File: config.mk
export PLATFORM = sky130hd
export DESIGN_NAME = chva_front
export DESIGN_NICKNAME = d
export VERILOG_FILES = /design/src/rtl/circle_hough_vote_accumulator_macros.svh /design/src/rtl/chva_pkg.sv /design/src/rtl/chva_front.sv
export SDC_FILE = /design/constraint.sdc
export NUM_CORES = 1
export LEC_CHECK = 0
export BUFFER_PORTS_ARGS = -buffer_cell sky130_fd_sc_hd__buf_2
export CAP_MARGIN = 40
export CORE_MARGIN = 10
export CORE_UTILIZATION = 27
export DETAILED_ROUTE_END_ITERATION = 8
export PLACE_DENSITY = 0.91
export SLEW_MARGIN = 20
export SYNTH_ARGS = -nofsm -noshare
export SYNTH_HDL_FRONTEND = slang
export SYNTH_SLANG_ARGS = --single-unit
File: constraint.sdc
create_clock -name vclk -period 2.6
set_clock_uncertainty 0.2 [all_clocks]
set_input_delay 0.39 -clock vclk [all_inputs]
set_output_delay 0.39 -clock vclk [all_outputs]
set_load 0.02 [all_outputs]
File: src/rtl/circle_hough_vote_accumulator_macros.svh
// assertion macros for the circle hough vote accumulator
// used by the top level only, no other dependencies
`ifndef CIRCLE_HOUGH_VOTE_ACCUMULATOR_MACROS_SVH
`define CIRCLE_HOUGH_VOTE_ACCUMULATOR_MACROS_SVH
`ifndef SYNTHESIS
`define CHVA_ASSERT_IMP(label, clk, rst_n, ante, cons) \
	label: assert property (@(posedge clk) disable iff (!rst_n) (ante) |-> (cons)) \
		else $error("same-cycle check failed");
`define CHVA_ASSERT_NXT(label, clk, rst_n, ante, cons) \
	label: assert property (@(posedge clk) disable iff (!rst_n) (ante) |=> (cons)) \
		else $error("next-cycle check failed");
`else
`define CHVA_ASSERT_IMP(label, clk, rst_n, ante, cons)
`define CHVA_ASSERT_NXT(label, clk, rst_n, ante, cons)
`endif
`endif

File: src/rtl/chva_pkg.sv
// shared types, codes and trig tables of the circle hough vote accumulator
// no dependencies; imported by every module of the block
`timescale 1ns / 1ps

package chva_pkg;

	localparam int ANGLES       = 360;
	localparam int TESTED_RADII = 14;
	localparam int ANGW         = 9;
	localparam int RADW         = 9;
	localparam int TRIGW        = 16;
	localparam int FRAC         = 14;
	localparam int PW           = 26;
	localparam int CW           = PW - FRAC;
	localparam int PIXW         = 10;
	localparam int CELLW_IN     = 8;
	localparam int KIW          = 4;
	localparam int GREYW        = 8;
	localparam int OUTW         = 16;
	localparam int CFG_IW       = 8;
	localparam int CFG_DW       = 8;
	localparam int QUEUE_DEPTH  = 4;

	localparam logic             REQ_VOTE   = 1'b0;
	localparam logic             REQ_READ   = 1'b1;
	localparam logic [GREYW-1:0] EDGE_VALUE = 8'd255;

	localparam logic [CFG_IW-1:0] CFG_RADIUS_MIN  = 8'd0;
	localparam logic [CFG_IW-1:0] CFG_RADIUS_STEP = 8'd1;
	localparam logic [7:0]        RADIUS_MIN_RST  = 8'd15;
	localparam logic [3:0]        RADIUS_STEP_RST = 4'd2;

	localparam longint Q30_ONE  = longint'(1) << 30;
	localparam longint Q30_HALF = longint'(1) << 29;

	typedef struct packed {
		logic            is_read;
		logic            ok;
		logic [PIXW-1:0] px;
		logic [PIXW-1:0] py;
		logic [KIW-1:0]  k;
	} work_entry_t;

	typedef logic signed [TRIGW-1:0] trig_tab_t [ANGLES];

	function automatic longint q30_mul(input longint p, input longint q);
		longint m;
		m = p * q;
		if (m >= 0)
			return (m + Q30_HALF) / Q30_ONE;
		return -((-m + Q30_HALF) / Q30_ONE);
	endfunction

	function automatic int q30_to_q14(input longint v);
		if (v >= 0)
			return int'((v + 32768) >>> 16);
		return -int'((-v + 32768) >>> 16);
	endfunction

	// rotation by one step of 3.14/180 rad in q2.30
	function automatic trig_tab_t build_trig(input bit want_sin);
		longint d, d2, d3, d4, d5, cd, sd, c, s, nc, ns;
		trig_tab_t tab;
		d  = (314 * Q30_ONE + 9000) / 18000;
		d2 = q30_mul(d, d);
		d3 = q30_mul(d2, d);
		d4 = q30_mul(d3, d);
		d5 = q30_mul(d4, d);
		cd = Q30_ONE - d2 / 2 + d4 / 24;
		sd = d - d3 / 6 + d5 / 120;
		c  = Q30_ONE;
		s  = 0;
		for (int i = 0; i < ANGLES; i++) begin
			tab[i] = want_sin ? TRIGW'(q30_to_q14(s)) : TRIGW'(q30_to_q14(c));
			nc = q30_mul(c, cd) - q30_mul(s, sd);
			ns = q30_mul(s, cd) + q30_mul(c, sd);
			c  = nc;
			s  = ns;
		end
		return tab;
	endfunction

	localparam trig_tab_t COS_TAB = build_trig(1'b0);
	localparam trig_tab_t SIN_TAB = build_trig(1'b1);

endpackage

File: src/rtl/chva_front.sv
// front part: input transfer and classification into work entries
// depends on chva_pkg for the entry type and request codes
`timescale 1ns / 1ps

module chva_front #(
	parameter int ACC_ROWS  = 256,
	parameter int ACC_COLS  = 256,
	parameter int NUM_RADII = 16
) (
	input  logic                           in_valid,
	output logic                           in_ready,
	input  logic                           req_type,
	input  logic [chva_pkg::PIXW-1:0]      pixel_x,
	input  logic [chva_pkg::PIXW-1:0]      pixel_y,
	input  logic [chva_pkg::GREYW-1:0]     pixel_value,
	input  logic [chva_pkg::CELLW_IN-1:0]  cell_a,
	input  logic [chva_pkg::CELLW_IN-1:0]  cell_b,
	input  logic [chva_pkg::KIW-1:0]       cell_radius_index,
	input  logic                           clearing,
	input  logic                           q_full,
	output logic                           push,
	output chva_pkg::work_entry_t          entry
);
	import chva_pkg::*;

	logic accept;
	logic read_ok;

	assign in_ready = !clearing && !q_full;
	assign accept   = in_valid && in_ready;
	assign read_ok  = (int'(cell_a) < ACC_ROWS) && (int'(cell_b) < ACC_COLS)
		&& (int'(cell_radius_index) < NUM_RADII);

	// non-edge pixels vote nothing and are dropped here
	assign push = accept && (req_type == REQ_READ || pixel_value == EDGE_VALUE);

	// reads carry the cell coordinates in the pixel slots
	always_comb begin
		entry.is_read = req_type == REQ_READ;
		if (req_type == REQ_READ) begin
			entry.ok = read_ok;
			entry.px = PIXW'(cell_a);
			entry.py = PIXW'(cell_b);
			entry.k  = cell_radius_index;
		end else begin
			entry.ok = 1'b1;
			entry.px = pixel_x;
			entry.py = pixel_y;
			entry.k  = '0;
		end
	end

endmodule

==> results of run 1 <==
==> through the flow <==
stage	area (µm²)	hold slack, ps	util [%]	cells
final	719.4	845.0	55.99	124
after global routing	719.4	862.3	55.99	124
after CTS	719.4	845.7	55.99	124
after detailed placement	719.4	844.4	55.99	124
after global placement	719.4	840.8	55.99	124
after floorplan	362.8	662.1	-	35
==> kinds of logic (layout without fill, tap and decap cells) <==
logic type      count (synthesis)  count (layout)
other cells                     1               1
buf+inv                         5              79
simple gates                   12              12
compound gates                  1               1
mux                            16              16
==> layout make-up <==
type / instances / area, µm²
fillers: 118 / 565.5
repair buffers: 79 / 395.4
multi-input cells: 30 / 305.3
well taps: 15 / 18.77
==> worst max-delay path, cell delays in order <==
cell    delay [ps]
buf_2          450
mux2_2         400
buf_2          160
==> metal layers <==
layer  GRT usage, %  part of all wire [%]
met5              0                     0
met1          10.32                    32
met2          22.57                    59
met3          2.921                   8.0
met4          1.031                  0.82
==> report_power, final <==
group          internal (mW)  switching, mW
sequential                 0              0
combinational         0.0747         0.0718
clock                      0              0
total                 0.0747         0.0718
==> worst max path at each step <==
stage	end	slack, ps	depth (start not counted)
after global placement	entry[21]	630	3
after global routing	entry[5]	540	3
after detailed placement	entry[6]	610	3
after floorplan	push	980	2
final	entry[6]	610	3
after CTS	entry[6]	610	3
==> synthesized netlist by cell type (all sizes together) <==
cell   number
buf         5
conb        1
o211a       1
and2        4
nor2b       4
nor2        2
mux2       16
nand4       2
==> flow_summary.toml, run 1 <==
[cells_and_area]
clock_buffers = 0
diodes = 0
register_area_um2 = 0
layout_commonest_cell = "buf_2"
nets = 163
final_cell_mix = "79 x buf_2, 11 x mux2_4, 5 x mux2_2, 4 x nor2b_1, 4 x and2_1"
area_growth_pct = 98.28
drive_gt1_share_pct = 87.16
seq_cells = 0

[synth]
synth.area.mux_share_pct = 61.03
syn_area_um2 = 362.8
synth_xor_area_share_pct = 0
netlist_instances = 35
synth.largest_area_cell = "mux2_4"
synth_top_family_by_area = "multiplexers"
avgSynthCellArea_um2 = 10.37
ys.warnings.count = 0
yosys.area.top_type_share_pct = 45.52
synth-simple-area-share_pct = 19.31
synth_compound_gate_area_share_pct = 2.759
netlist_top_cells_area = "mux2_4 46%, mux2_2 16%, and2_1 6.9%, nor2b_1 6.9%, buf_6 6.2%"
ys_seq_area_share_pct = 0
ys_types = 11
synthAdderAreaFrac_pct = 0
synth_nets = 87

[global_routing]
grt_overflow = 0
grt_pass1_vias = 620
antenna_found_initial = 0
grt_usage_pct = 10.88
grt_max_degree = 27
grt_pass1_wl_um = 2973

[floorplanning]
core_area_mm2 = 0.001285
die_w_um = 56.66
start_util_pct = 28.24
io_pins = 80
rows = 13
die_height_um = 56.66
die-area_mm2 = 0.003210

[min_path]
whs_path_depth = 3
holdPathEnd = "in_ready"
hp-class = "primary input to output pin"
min_from = "clearing"

[sta]
period_minus_slack_ps = 1992
fin_crit_sh_pct = 76.62
final.setup.worst_slack_ps = 607.8
relSlewSlack_pct = 62.56
slew_violations = 0
rsz0062_at_grt = "false"
tightestPinTransition_ps = 561.7
tns_ps = 0
fmax_mhz = 502.0
final-setup-viol-count = 0
finalHoldViolCount = 0

[detailed_routing]
drc_errors = 0
viasPerCell = 4.427
wl_per_cell_um = 15.77
final_antenna_net_count = 0
drt_iter0_drc = 3
vias = 549
firstDrtPassIters = 2
wl_um = 1956

[place]
hpwl_um = 1828
portBuffers = 79
post-place-ws_ps = 608.5
gp_congestion = 0.6784

[worst_setup_path]
cp-end-kind = "output pin"
start_kind = "primary input"
worstSetupStartpoint = "req_type"
cp_max_fo = 26
cp_data_arrival_time_ps = 1400
critPathKind = "primary input to output pin"
crit_required_ps = 2010

[pwr]
total_power_mw = 0.1464
p_leak_nw = 0.4687
ir_worst_vdd_uv = 85.38
power_density_mw_per_mm2 = 203.5

[cts]
post_cts_resized = 0
postCtsSetupBuffers = 0
ctsHoldBuffers = 0

[run_status]
outcome = "finished, final reports clean"

[job]
max_cap_viol_count = 0
(Power assumes the default switching activity.)
==> run 2: changes to the inputs <==
--- a/config.mk
+++ b/config.mk
@@ -8,9 +8,9 @@
 export BUFFER_PORTS_ARGS = -buffer_cell sky130_fd_sc_hd__buf_2
 export CAP_MARGIN = 40
 export CORE_MARGIN = 10
-export CORE_UTILIZATION = 27
+export CORE_UTILIZATION = 25
 export DETAILED_ROUTE_END_ITERATION = 8
-export PLACE_DENSITY = 0.91
+export PLACE_DENSITY = 0.85
 export SLEW_MARGIN = 20
 export SYNTH_ARGS = -nofsm -noshare
 export SYNTH_HDL_FRONTEND = slang
==> constraint.sdc (replaced) <==
create_clock -name vclk -period 1.9
set_clock_uncertainty 0.2 [all_clocks]
set_input_delay 0.285 -clock vclk [all_inputs]
set_output_delay 0.285 -clock vclk [all_outputs]
set_load 0.02 [all_outputs]
==> run 2 against run 1 <==
Against the previous run:
- combinational power grew 40%
- final area grew 2.8%
- worst setup slack lost 260 ps
- critical path depth grew 1
- sequential share of layout area is the same
- global-route usage shrank 1.2 points
- non-clock buffer count grew 1
- sequential cell count is the same
- via count shrank 4.0%
- power grew 39%
- highest routed layer is now met3
==> flow_summary.toml, run 2 (synthesis gave the netlist of run 1 again) <==
[cells_and_area]
final_util_pct = 55.44
drive_gt1_share_pct = 87.27
nets = 164
multi_input_area_um2 = 305.3
layout_commonest_cell = "buf_2"
fin_cells = 125
clock_buffers = 0
final_cell_mix = "79 x buf_2, 11 x mux2_4, 5 x mux2_2, 4 x nor2b_1, 4 x and2_1"
diodes = 0
register_area_um2 = 0
seq_cells = 0
area_growth_pct = 103.8
fillers = 137

[global_routing]
grt_usage_pct = 9.640
grt_overflow = 0
grt_util_met1_pct = 8.303
grt_busiest_layer = "met2"
use_met3_pct = 3.486
antenna_found_initial = 0
grt_pass1_vias = 588
grt_pass1_wl_um = 2746
grt_max_degree = 27
met2_usage_pct = 21.01

[place]
post-place-ws_ps = 338.5
gp_congestion = 0.6592
dp.cells = 125
portBuffers = 79
hpwl_um = 1783

[cts]
ctsHoldBuffers = 0
post_cts_resized = 0
postCtsSetupBuffers = 0

[worst_setup_path]
crit_required_ps = 1410
worstSetupStartpoint = "req_type"
crit_path_top_delay_cell = "mux2_2"
cp_max_fo = 26
cp_top_family = "buffers and inverters"
crit_cells = 4
cpMostUsedCell = "buf_2"
slowest_delay_ps = 340
cp-end-kind = "output pin"
start_kind = "primary input"
crit_end = "entry[4]"
path_cells = "buf_2 > buf_12 > mux2_2 > buf_2"
cp_data_arrival_time_ps = 1070
path_buf_inv = 3
critPathKind = "primary input to output pin"

[detailed_routing]
drc_errors = 0
wl_per_cell_um = 15.14
drt_iter0_drc = 1
wl_um = 1893
viasPerCell = 4.216
firstDrtPassIters = 2
vias = 527
final_antenna_net_count = 0

[pwr]
p_leak_nw = 0.4781
total_power_mw = 0.2042
ir_worst_vdd_uv = 135.2
power_density_mw_per_mm2 = 276.2

[sta]
final.setup.worst_slack_ps = 347.0
fmax_mhz = 643.9
period_minus_slack_ps = 1553
final-setup-viol-count = 0
rsz0062_at_grt = "false"
finalHoldViolCount = 0
tns_ps = 0
slew_violations = 0
fin_crit_sh_pct = 81.74

[min_path]
min_from = "clearing"
hp-class = "primary input to output pin"

[floorplanning]
core_area_mm2 = 0.001334
die_w_um = 58.10
die_height_um = 58.10
die-area_mm2 = 0.003375
start_util_pct = 27.20
rows = 13
io_pins = 80

[job]
max_cap_viol_count = 0

[run_status]
outcome = "finished, final reports clean"
-- run 2: cell types whose count changed in the layout (fill, tap and decap cells not counted) --
| cell | delta |
|---|---|
| buf_12 | +1 |
-- run 2: layout make-up --
type	count	share of cell area, %
multi-input cells	30	41.29
well taps	15	2.538
repair buffers	80	56.18
-- run 2: power breakdown --
group | leakage [nW] | switching [mW] | internal (mW)
sequential | 0 | 0 | 0
clock | 0 | 0 | 0
combinational | 0.478 | 0.0980 | 0.106
total | 0.478 | 0.0980 | 0.106
-- run 2: per-stage QoR --
step / hold slack, ps / cell area, µm²
after global routing: 653.3 / 739.5
after floorplan: 452.1 / 362.8
after CTS: 640.2 / 739.5
after global placement: 635.3 / 739.5
after detailed placement: 639.2 / 739.5
final: 639.7 / 739.5
-- run 2: worst min-delay path by stage --
stage	end	slack, ps	depth (start not counted)
3_3_place_gp	in_ready	640	3
2_1_floorplan	in_ready	450	1
6_report	in_ready	640	3
3_5_place_dp	in_ready	640	3
5_1_grt	in_ready	650	3
4_1_cts	in_ready	640	3
-- run 2: layer usage --
layer	up-vias	part of all wire, %	routed length (µm)
met5	-	0	0
met4	0	0	0
met3	0	11	201
met2	32	58	1105
met1	225	31	586
li1	270	-	-
