==> config.mk <==
export PLATFORM = sky130hd
export DESIGN_NAME = chva_queue
export DESIGN_NICKNAME = d
export VERILOG_FILES = /design/src/rtl/circle_hough_vote_accumulator_macros.svh /design/src/rtl/chva_pkg.sv /design/src/rtl/chva_queue.sv
export SDC_FILE = /design/constraint.sdc
export NUM_CORES = 1
export LEC_CHECK = 0
export ABC_AREA = 1
export ABC_CLOCK_PERIOD_IN_PS = 3200
export BUFFER_PORTS_ARGS = -buffer_cell sky130_fd_sc_hd__buf_2
export CAP_MARGIN = 20
export CORE_MARGIN = 3
export CORE_UTILIZATION = 58
export CTS_CLUSTER_DIAMETER = 120
export DETAILED_ROUTE_END_ITERATION = 10
export PLACE_DENSITY = 0.77
export SLEW_MARGIN = 0
export SYNTH_ARGS = -nofsm -noshare
export SYNTH_HDL_FRONTEND = slang
export SYNTH_SLANG_ARGS = --single-unit
==> constraint.sdc <==
create_clock -name clk -period 3.2 [get_ports clk]
set_input_delay 0.48 -clock clk [delete_from_list [all_inputs] [get_ports clk]]
set_output_delay 0.48 -clock clk [all_outputs]
set_load 0.05 [all_outputs]
==> src/rtl/circle_hough_vote_accumulator_macros.svh <==
// assertion macros for the circle hough vote accumulator
// used by the top level only, no other dependencies
`ifndef CIRCLE_HOUGH_VOTE_ACCUMULATOR_MACROS_SVH
`define CIRCLE_HOUGH_VOTE_ACCUMULATOR_MACROS_SVH
`ifndef SYNTHESIS
`define CHVA_ASSERT_IMP(label, clk, rst_n, ante, cons) \
	label: assert property (@(posedge clk) disable iff (!rst_n) (ante) |-> (cons)) \
		else $error("same-cycle check failed");
`define CHVA_ASSERT_NXT(label, clk, rst_n, ante, cons) \
	label: assert property (@(posedge clk) disable iff (!rst_n) (ante) |=> (cons)) \
		else $error("next-cycle check failed");
`else
`define CHVA_ASSERT_IMP(label, clk, rst_n, ante, cons)
`define CHVA_ASSERT_NXT(label, clk, rst_n, ante, cons)
`endif
`endif

==> src/rtl/chva_pkg.sv <==
// shared types, codes and trig tables of the circle hough vote accumulator
// no dependencies; imported by every module of the block
`timescale 1ns / 1ps

package chva_pkg;

	localparam int ANGLES       = 360;
	localparam int TESTED_RADII = 14;
	localparam int ANGW         = 9;
	localparam int RADW         = 9;
	localparam int TRIGW        = 16;
	localparam int FRAC         = 14;
	localparam int PW           = 26;
	localparam int CW           = PW - FRAC;
	localparam int PIXW         = 10;
	localparam int CELLW_IN     = 8;
	localparam int KIW          = 4;
	localparam int GREYW        = 8;
	localparam int OUTW         = 16;
	localparam int CFG_IW       = 8;
	localparam int CFG_DW       = 8;
	localparam int QUEUE_DEPTH  = 4;

	localparam logic             REQ_VOTE   = 1'b0;
	localparam logic             REQ_READ   = 1'b1;
	localparam logic [GREYW-1:0] EDGE_VALUE = 8'd255;

	localparam logic [CFG_IW-1:0] CFG_RADIUS_MIN  = 8'd0;
	localparam logic [CFG_IW-1:0] CFG_RADIUS_STEP = 8'd1;
	localparam logic [7:0]        RADIUS_MIN_RST  = 8'd15;
	localparam logic [3:0]        RADIUS_STEP_RST = 4'd2;

	localparam longint Q30_ONE  = longint'(1) << 30;
	localparam longint Q30_HALF = longint'(1) << 29;

	typedef struct packed {
		logic            is_read;
		logic            ok;
		logic [PIXW-1:0] px;
		logic [PIXW-1:0] py;
		logic [KIW-1:0]  k;
	} work_entry_t;

	typedef logic signed [TRIGW-1:0] trig_tab_t [ANGLES];

	function automatic longint q30_mul(input longint p, input longint q);
		longint m;
		m = p * q;
		if (m >= 0)
			return (m + Q30_HALF) / Q30_ONE;
		return -((-m + Q30_HALF) / Q30_ONE);
	endfunction

	function automatic int q30_to_q14(input longint v);
		if (v >= 0)
			return int'((v + 32768) >>> 16);
		return -int'((-v + 32768) >>> 16);
	endfunction

	// rotation by one step of 3.14/180 rad in q2.30
	function automatic trig_tab_t build_trig(input bit want_sin);
		longint d, d2, d3, d4, d5, cd, sd, c, s, nc, ns;
		trig_tab_t tab;
		d  = (314 * Q30_ONE + 9000) / 18000;
		d2 = q30_mul(d, d);
		d3 = q30_mul(d2, d);
		d4 = q30_mul(d3, d);
		d5 = q30_mul(d4, d);
		cd = Q30_ONE - d2 / 2 + d4 / 24;
		sd = d - d3 / 6 + d5 / 120;
		c  = Q30_ONE;
		s  = 0;
		for (int i = 0; i < ANGLES; i++) begin
			tab[i] = want_sin ? TRIGW'(q30_to_q14(s)) : TRIGW'(q30_to_q14(c));
			nc = q30_mul(c, cd) - q30_mul(s, sd);
			ns = q30_mul(s, cd) + q30_mul(c, sd);
			c  = nc;
			s  = ns;
		end
		return tab;
	endfunction

	localparam trig_tab_t COS_TAB = build_trig(1'b0);
	localparam trig_tab_t SIN_TAB = build_trig(1'b1);

endpackage

==> src/rtl/chva_queue.sv <==
// short work queue between the front and back parts
// depends on chva_pkg for the entry type and depth
`timescale 1ns / 1ps

module chva_queue (
	input  logic                  clk,
	input  logic                  arst_n,
	input  logic                  push,
	input  chva_pkg::work_entry_t push_entry,
	input  logic                  pop,
	output chva_pkg::work_entry_t head,
	output logic                  full,
	output logic                  empty
);
	import chva_pkg::*;

	localparam int PTRW = $clog2(QUEUE_DEPTH);
	localparam int CNTW = $clog2(QUEUE_DEPTH + 1);

	work_entry_t         slot_q [QUEUE_DEPTH];
	logic [PTRW-1:0]     wr_ptr_q;
	logic [PTRW-1:0]     rd_ptr_q;
	logic [CNTW-1:0]     fill_q;
	logic                do_push;
	logic                do_pop;

	assign full    = fill_q == CNTW'(QUEUE_DEPTH);
	assign empty   = fill_q == '0;
	assign head    = slot_q[rd_ptr_q];
	assign do_push = push && !full;
	assign do_pop  = pop && !empty;

	always_ff @(posedge clk or negedge arst_n) begin
		if (!arst_n) begin
			wr_ptr_q <= '0;
			rd_ptr_q <= '0;
			fill_q   <= '0;
		end else begin
			if (do_push)
				wr_ptr_q <= wr_ptr_q + 1'b1;
			if (do_pop)
				rd_ptr_q <= rd_ptr_q + 1'b1;
			if (do_push && !do_pop)
				fill_q <= fill_q + 1'b1;
			else if (do_pop && !do_push)
				fill_q <= fill_q - 1'b1;
		end
	end

	always_ff @(posedge clk) begin
		if (do_push)
			slot_q[wr_ptr_q] <= push_entry;
	end

endmodule

==> out/metrics.yaml, run 1 <==
rows: 32
synth.largest_area_cell: "edfxtp_1"
nets: 459
synth_nets: 400
num_vias: 2742
max_cap_violations: 0
peakVddDrop_v: 0.0005930
hold_violations: 0
dp_hpwl_um: 5054
core_region_area_um2: 7848
drtPass1Iterations: 4
antennaDiodeCount: 0
status: "finished, final reports clean"
netlist-cell-type-count: 17
arrival_ns: 2.11
cts_sinks: 111
yosys-top-cells-count: "edfxtp_1 (104), nand2_1 (96), inv_1 (64)"
cp-start-kind: "flop"
wire_per_inst_um: 15.32
synth_async_sr_flop_share_pct: 6.306
clk_pin_slew_ns: 0.11
tns_ns: 0
die_y_um: 96.78
cts-root-buf: "clkbuf_8"
report.final.slew_viol_count: 0
tightest_slew_ns: 0.7875
synthCells: 364
period_share_pct: 80.93
clkLatencyLatePin_ns: 0.37
yosysMostFrequentCell: "edfxtp_1"
drt_iter0_drc: 154
critical_path_class: "flop to primary output"
rsz0062_at_grt: "false"
grt-ovfl-total: 0
drive_above_1_share_pct: 29.44
slew_headroom_pct: 47.43
setup_viol: 0
synth_edf_count: 104
fin_crit_ns: 2.590
setup_slack_ns: 0.6102
grt_pass1_wl_um: 13320
cts_resized: 0
io_pins: 58
routed_via_density: 5.174
ys.flop_type: "edfxtp_1"
hp-class: "input pin to flop"
reg2reg_slack_ns: 1.20
synth.area.top_cells: "edfxtp_1 (65%), o211ai_2 (10%), nand2_1 (7.5%)"
cts_tree: "done"
initial_core_util_pct: 60.91
end_kind: "primary output"
port_buffers: 57
grt.total_usage_pct: 18.05
cts_buffer_depth: 2
yosysWarnings: 0
cp_data_required_time_ns: 2.72
clock_skew_ns: 0.008941
dpl_worst_slack_ns: 0.9903
area_growth_pct: 11.86
syn_area_per_cell_um2: 13.13
synth_top_area_share_pct: 65.34
ys_seq_elements: 111
grt_max_degree: 61
antenna_left: 0
holdWs_ns: 0.3240
die_area_um2: 9366
power_density_nw_per_um2: 1020
die_w_um: 96.78
fmax_ghz: 0.3861
grt_pass1_vias: 2834
synthesis.area_um2: 4780
nFillCells: 551
grt_antenna_before_repair: 0
critPathMaxFanout: 60
numCtsBuffers: 9
cts_max_level: 3
wl_um: 8122
drcViolationCount: 0
power_leakage_nw: 2.273
ys_seq_area_share_pct: 69.01
gp_congestion: 0.7353
[worst max-delay path, stage by stage, from the launching register on]
cell and delay (ns):
dfrtp_1 0.44, inv_4 0.44, buf_12 0.34, o211ai_1 0.13, nand2_1 0.12, buf_2 0.27
[flip-flops by register name (all words and copies together) (netlist names)]
register / count
fill_q: 3
wr_ptr_q: 2
slot_q: 104
rd_ptr_q: 2
[path summary, 6_finish.rpt]
path | start | endpoint | cells past startpoint
max | rd_ptr_q[0]$_DFFE_PN0P_ | head[22] | 5
min | push_entry[5] | slot_q[0][5]$_DFFE_PP_ | 1
max reg2reg | fill_q[0]$_DFFE_PN0P_ | fill_q[2]$_DFFE_PN0P_ | 11
min reg2reg | fill_q[2]$_DFFE_PN0P_ | fill_q[2]$_DFFE_PN0P_ | 2
max in group asynchronous | arst_n | fill_q[2]$_DFFE_PN0P_ | 2
min in group asynchronous | arst_n | fill_q[0]$_DFFE_PN0P_ | 2
[per-stage QoR]
stage / util, % / cell area (um^2) / std cells / power (W)
after CTS: 68.13 / 5346 / 530 / 0.005511
after global placement: 65.48 / 5139 / 513 / 0.004611
after global routing: 68.13 / 5346 / 530 / 0.005767
after detailed placement: 65.48 / 5139 / 513 / 0.004686
after floorplan: - / 4780 / 364 / 0.004166
final: 68.13 / 5346 / 530 / 0.005451
[area by class of cell]
cell class / instances / area, um^2 / area share [%]
tap: 102 / 127.6 / 2.387
sequential: 111 / 3298 / 61.69
clock buffer: 10 / 127.6 / 2.387
multi-input combinational: 168 / 1109 / 20.73
inverter: 69 / 261.5 / 4.891
timing repair buffer: 64 / 352.8 / 6.600
clock inverter: 6 / 70.07 / 1.311
[placed cells by master, fill, tap and decap left out, types with 2 or more instances in the layout]
cell	count
edfxtp_1	104
nand2_1	96
inv_1	64
buf_2	57
o211ai_2	39
o211ai_1	13
clkbuf_8	9
nand3_1	7
dfrtp_1	7
ha_1	5
buf_4	5
inv_2	4
nor2_2	4
clkinvlp_4	2
[timing repair]
action | in CTS | in global routing
endpoints found under the setup margin | 0 | 0
hold endpoints to repair | 7 | 0
hold buffers | 1 | 0
setup buffers | 0 | 0
[cells by family after synthesis]
family	count (synthesis)	share of synthesized area [%]
xor gates and xnor gates	1	0.1833
adders and majority gates	6	1.728
AOI/OAI and AO/OA	53	12.36
buffers and inverters	85	8.011
DFF	111	69.01
and+or+nand+nor	108	8.717
[metal layers]
layer / vias to the layer above / track usage (%) / wire length, um
met5: - / 0 / 0
met3: 12 / 3.317 / 350
met4: 0 / 7.127 / 145
met1: 1313 / 21.28 / 3488
li1: 1354 / - / -
met2: 63 / 32.54 / 4137
[power breakdown]
part	internal [W]	switching [W]
Sequential	0.00192	0.000109
Combinational	0.000633	0.00196
Clock	0.000369	0.000465
No activity file was read; power rests on OpenSTA's default activity.
==> run 2, diff against run 1 <==
Settings changed: ABC_CLOCK_PERIOD_IN_PS 3200 to 2480.
Clock period 3.2 ns to 2.48 ns, I/O delays scaled along.
==> run 2 against run 1 <==
Against the previous run: power is 29% higher; utilization is 0.46 points higher; sequential cell count stayed put; die area stayed put; clock-buffer cell count is 1 lower; combinational power is 33% higher; worst hold slack worse by 0.10 ns; register-to-register slack worse by 0.66 ns; global-route usage is 0.64 points higher; sequential power is 29% higher; highest routed layer unchanged.
==> out/metrics.yaml, run 2 (synthesis results as in run 1) <==
ff_latch_area_um2: 3298  # unchanged
top_regs: "slot_q x104, fill_q x3"
area_growth_pct: 12.62
slew_headroom_pct: 72.27  # +25 points
final_area_um2: 5383  # +0.68%
slowest_stage: "dfrtp_1"
status: "finished, final reports clean"
cts_hold_buf: 1  # unchanged
drt_iter0_drc: 118  # -23%
cts_tree: "done"
arrival_ns: 1.88  # -0.23 ns
antenna_left: 0  # unchanged
wl_um: 8260  # +1.7%
numCtsBuffers: 9  # unchanged
clkLatencyLatePin_ns: 0.36  # about the same
crit_chain: "inv_4 > buf_12 > o211ai_2 > nand2_1 > buf_2"
cts_sinks: 111  # unchanged
r2r_cells: 11  # unchanged
clk_pin_slew_ns: 0.10  # about the same
report.final.slew_viol_count: 0  # unchanged
grt.total_usage_pct: 18.69  # +0.64 points
critical_path_class: "flop to primary output"
drive_above_1_share_pct: 29.79  # +0.35 points
grt-ovfl-total: 0  # unchanged
die_w_um: 96.78  # unchanged
final_common_cell: "edfxtp_1"
hold_start: "push_entry[4]"
grt_max_degree: 50  # -18%
routed_via_density: 5.198  # +0.47%
largest_reg_flops: 104  # unchanged
reg2reg_slack_ns: 0.54  # -0.66 ns
grt_pass1_vias: 2829  # -0.18%
cp_num_buf_inv: 3  # unchanged
core_region_area_um2: 7848  # unchanged
wire_per_inst_um: 15.44  # +0.75%
cp-start-kind: "flop"
io_pins: 58  # unchanged
top_register: "slot_q"
critPathMaxFanout: 49  # -18%
fmax_ghz: 0.4444
grt_antenna_before_repair: 0  # unchanged
cts-root-buf: "clkbuf_8"
layout_common_cells: "edfxtp_1 (104), nand2_1 (96), inv_1 (64)"
initial_core_util_pct: 60.91  # unchanged
multi_input_area_um2: 1109  # unchanged
rows: 32  # unchanged
setup_viol: 0  # unchanged
grt_pass1_wl_um: 13750  # +3.2%
tightest_slew_ns: 0.4160  # -0.3715 ns
clock_skew_ns: 0.005315  # -0.003626 ns
min_to: "slot_q[2][4]$_DFFE_PP_"
gp_congestion: 0.7124  # -3.1%
cp_top_family: "buffers and inverters"
crit_path_max_incr_delay_ns: 0.43  # about the same
power_density_nw_per_um2: 1303  # +28%
cts_setup_buffers: 0  # unchanged
antennaDiodeCount: 0  # unchanged
period_share_pct: 90.74
nFillCells: 577  # +4.7%
hold_violations: 0  # unchanged
power_leakage_nw: 2.298  # +1.1%
cts_resized: 0  # unchanged
max_cap_violations: 0  # unchanged
cp_data_required_time_ns: 2.11  # -0.61 ns
peakVddDrop_v: 0.0007788  # +31%
num_vias: 2781  # +1.4%
reg2reg_from: "fill_q[0]$_DFFE_PN0P_"
hp-class: "input pin to flop"
tns_ns: 0  # unchanged
rsz0062_at_grt: "false"
drcViolationCount: 0  # unchanged
cts_max_level: 3  # unchanged
finalCoreUtilization_pct: 68.59  # +0.46 points
cts_buffer_depth: 2  # unchanged
drtPass1Iterations: 4  # unchanged
end_kind: "primary output"
timing.rr.end: "fill_q[2]$_DFFE_PN0P_"
nets: 464  # +1.1%
die_area_um2: 9366  # unchanged
holdPathStages: 1  # unchanged
fin_crit_ns: 2.250
dpl_cell_area_um2: 5201  # +1.2%
port_buffers: 57  # unchanged
die_y_um: 96.78  # unchanged
dp_hpwl_um: 5488  # +8.6%
-- run 2: layout make-up --
type,count,area share (%)
Timing Repair Buffer,69,7.717
Clock buffer,9,2.301
Clock inverter,7,0.8833
Sequential cell,111,61.27
Multi-Input combinational cell,168,20.60
Tap cell,102,2.371
Inverter,69,4.858
-- run 2: how the worst max path moves through the flow --
stage	from	endpoint	slack [ns]	cells past startpoint
6_report	rd_ptr_q[0]$_DFFE_PN0P_	head[7]	0.23	5
4_1_cts	rd_ptr_q[0]$_DFFE_PN0P_	head[7]	0.20	5
3_5_place_dp	fill_q[0]$_DFFE_PN0P_	fill_q[2]$_DFFE_PN0P_	0.55	11
2_1_floorplan	fill_q[0]$_DFFE_PN0P_	slot_q[0][0]$_DFFE_PP_	0.23	4
5_1_grt	rd_ptr_q[0]$_DFFE_PN0P_	head[24]	0.07	6
3_3_place_gp	fill_q[0]$_DFFE_PN0P_	fill_q[1]$_DFFE_PN0P_	0.63	9
-- run 2: layer usage --
metal  GRT usage (%)  share of wire, %  vias to the layer above
li1                -                 -                     1369
met1           23.47                43                     1352
met2           31.63                52                       48
met3           4.903               4.2                       12
met4           6.263               1.2                        0
met5               0                 0                        -
-- run 2: worst reg2reg max path: cells and delay by family (launching register included) --
family | cells | cell delay (ns)
buffers and inverters | 3 | 0.22
and+or+nand+nor | 6 | 0.64
adders and majority gates | 2 | 0.54
DFF | 1 | 0.44
-- run 2: power by group --
| group | leakage (nW) | total [W] | internal [W] | switching (W) |
|---|---|---|---|---|
| Clock | 0.0843 | 0.000954 | 0.000368 | 0.000586 |
| Combinational | 1.18 | 0.00344 | 0.000895 | 0.00255 |
| Sequential | 1.04 | 0.00262 | 0.00247 | 0.000143 |
| Total | 2.30 | 0.00701 | 0.00374 | 0.00328 |
-- run 2: through the flow --
step,std cells,hold WS (ns),power [W],setup WS [ns]
global route,535,0.2018,0.007431,0.07009
detailed placement,518,0.2155,0.006146,0.5490
global placement,518,0.2131,0.006043,0.6338
finish,535,0.2201,0.007013,0.2295
CTS,535,0.2008,0.007095,0.2050
floorplan,364,0.07641,0.005375,0.2300
==> run 3, diff against run 2 <==
Settings changed: CORE_UTILIZATION 58 to 56, PLACE_DENSITY 0.77 to 0.74.
==> run 3 against run 2 <==
Against the previous run: sequential share of layout area shrank 0.73 points; final cell count increased by 0.19%; first-iteration DRC count is 25% higher; final area grew 1.2%; critical endpoint is now head[21].
==> out/metrics.yaml, run 3 (synthesis results as in run 1) <==
final_area_um2: 5448  # +1.2%
critPathMaxFanout: 44  # -10%
routed_via_density: 5.065  # -2.6%
die_y_um: 98.39  # +1.7%
drcViolationCount: 0  # unchanged
dp_hpwl_um: 4986  # -9.1%
power_density_nw_per_um2: 1317  # +1.1%
top_register: "slot_q"
power_leakage_nw: 2.311  # +0.58%
die_w_um: 98.39  # +1.7%
setup_viol: 0  # unchanged
dpl_cell_area_um2: 5235  # +0.65%
top_regs: "slot_q x104, fill_q x3"
tightest_slew_ns: 0.4675  # +0.05151 ns
max_cap_violations: 0  # unchanged
antenna_left: 0  # unchanged
grt_pass1_vias: 2610  # -7.7%
numCtsBuffers: 9  # unchanged
antennaDiodeCount: 0  # unchanged
cp-start-kind: "flop"
core_region_area_um2: 8258  # +5.2%
clkLatencyLatePin_ns: 0.36  # about the same
grt_pass1_wl_um: 13140  # -4.4%
io_pins: 58  # unchanged
wire_per_inst_um: 14.79  # -4.2%
finalCoreUtilization_pct: 65.97  # -2.6 points
fin_crit_ns: 2.231  # -0.01971 ns
num_vias: 2715  # -2.4%
drt_iter0_drc: 148  # +25%
cts_buffer_depth: 2  # unchanged
wl_um: 7928  # -4.0%
hold_violations: 0  # unchanged
tns_ns: 0  # unchanged
grt-ovfl-total: 0  # unchanged
setup_slack_ns: 0.2493  # +0.01971 ns
cts-root-buf: "clkbuf_8"
fmax_ghz: 0.4483  # +0.88%
drive_above_1_share_pct: 29.93  # +0.14 points
cts_max_level: 3  # unchanged
grt_max_degree: 45  # -10%
final_common_cell: "edfxtp_1"
period_share_pct: 89.95  # -0.79 points
grt.total_usage_pct: 17.48  # -1.2 points
nets: 462  # -0.43%
initial_core_util_pct: 57.88  # -3.0 points
drtPass1Iterations: 4  # unchanged
hp-class: "input pin to flop"
clock_skew_ns: 0.008958  # +0.003643 ns
rows: 33  # +3.1%
status: "finished, final reports clean"
grt_antenna_before_repair: 0  # unchanged
slowest_stage: "dfrtp_1"
peakVddDrop_v: 0.0009652  # +24%
arrival_ns: 1.86  # -0.02 ns
critical_path_class: "flop to primary output"
die_area_um2: 9680  # +3.3%
area_growth_pct: 13.98
slew_headroom_pct: 68.76  # -3.5 points
cts_sinks: 111  # unchanged
crit_chain: "inv_4 > buf_12 > o211ai_1 > nand2_1 > buf_2"
cts_resized: 0  # unchanged
cts_tree: "done"
clk_pin_slew_ns: 0.11  # about the same
end_kind: "primary output"
layout_common_cells: "edfxtp_1 (104), nand2_1 (96), inv_1 (64)"
crit_path_max_incr_delay_ns: 0.43  # about the same
largest_reg_flops: 104  # unchanged
gp_congestion: 0.7578  # +6.4%
report.final.slew_viol_count: 0  # unchanged
dpl_worst_slack_ns: 0.4637  # -0.08535 ns
cp_data_required_time_ns: 2.11  # about the same
port_buffers: 57  # unchanged
rsz0062_at_grt: "false"
[run 3: final cells by class]
cell class                 count  area [um^2]
fill                         617         2810
sequential                   111         3298
multi-input combinational    168         1129
inverter                      69        261.5
timing repair buffer          67        425.4
clock inverter                 7        78.83
clock buffer                   9        123.9
tap                          105        131.4
[run 3: timing repair]
item / 4_1_cts / 5_1_grt
buffers inserted: 0 / 0
endpoints found under the hold margin: 7 / 0
hold buffers: 1 / 0
[run 3: critical path: cells and delay by family, from the launching register on]
kind	cells	cell delay [ns]
flops	1	0.43
compound gates	1	0.11
buf+inv	3	0.81
simple gates	1	0.13
[run 3: metal layers]
layer | up-vias | wire (um) | track usage [%] | part of all wire, %
met5 | - | 0 | 0 | 0
met1 | 1300 | 3591 | 24.31 | 45
met4 | 0 | 37 | 5.462 | 0.47
met2 | 52 | 3955 | 27.98 | 50
li1 | 1361 | - | - | -
met3 | 2 | 343 | 3.643 | 4.3
[run 3: per-stage QoR]
stage                     power [W]  hold WS, ns  std cells
after global placement     0.006089       0.2122        519
after detailed placement   0.006164       0.2208        519
after global routing       0.007616       0.1949        536
after CTS                  0.007251       0.1983        536
final                      0.007175       0.2130        536
after floorplan            0.005375      0.07641        364
[run 3: worst paths after layout]
check / cells after the start / slack [ns] / start / endpoint
min: 1 / 0.21 / push_entry[11] / slot_q[3][11]$_DFFE_PP_
max in group asynchronous: 2 / 1.93 / arst_n / rd_ptr_q[1]$_DFFE_PN0P_
min reg2reg: 2 / 0.52 / fill_q[2]$_DFFE_PN0P_ / fill_q[2]$_DFFE_PN0P_
max: 5 / 0.25 / rd_ptr_q[0]$_DFFE_PN0P_ / head[21]
max reg2reg: 9 / 0.46 / fill_q[0]$_DFFE_PN0P_ / fill_q[1]$_DFFE_PN0P_
min in group asynchronous: 2 / 0.38 / arst_n / wr_ptr_q[1]$_DFFE_PN0P_
[run 3: where the power goes]
part / total (W) / internal (W) / leakage [nW] / switching (W)
combinational: 0.00347 / 0.000913 / 1.17 / 0.00255
sequential: 0.00261 / 0.00247 / 1.04 / 0.000137
clock: 0.00110 / 0.000482 / 0.100 / 0.000618
total: 0.00718 / 0.00387 / 2.31 / 0.00331
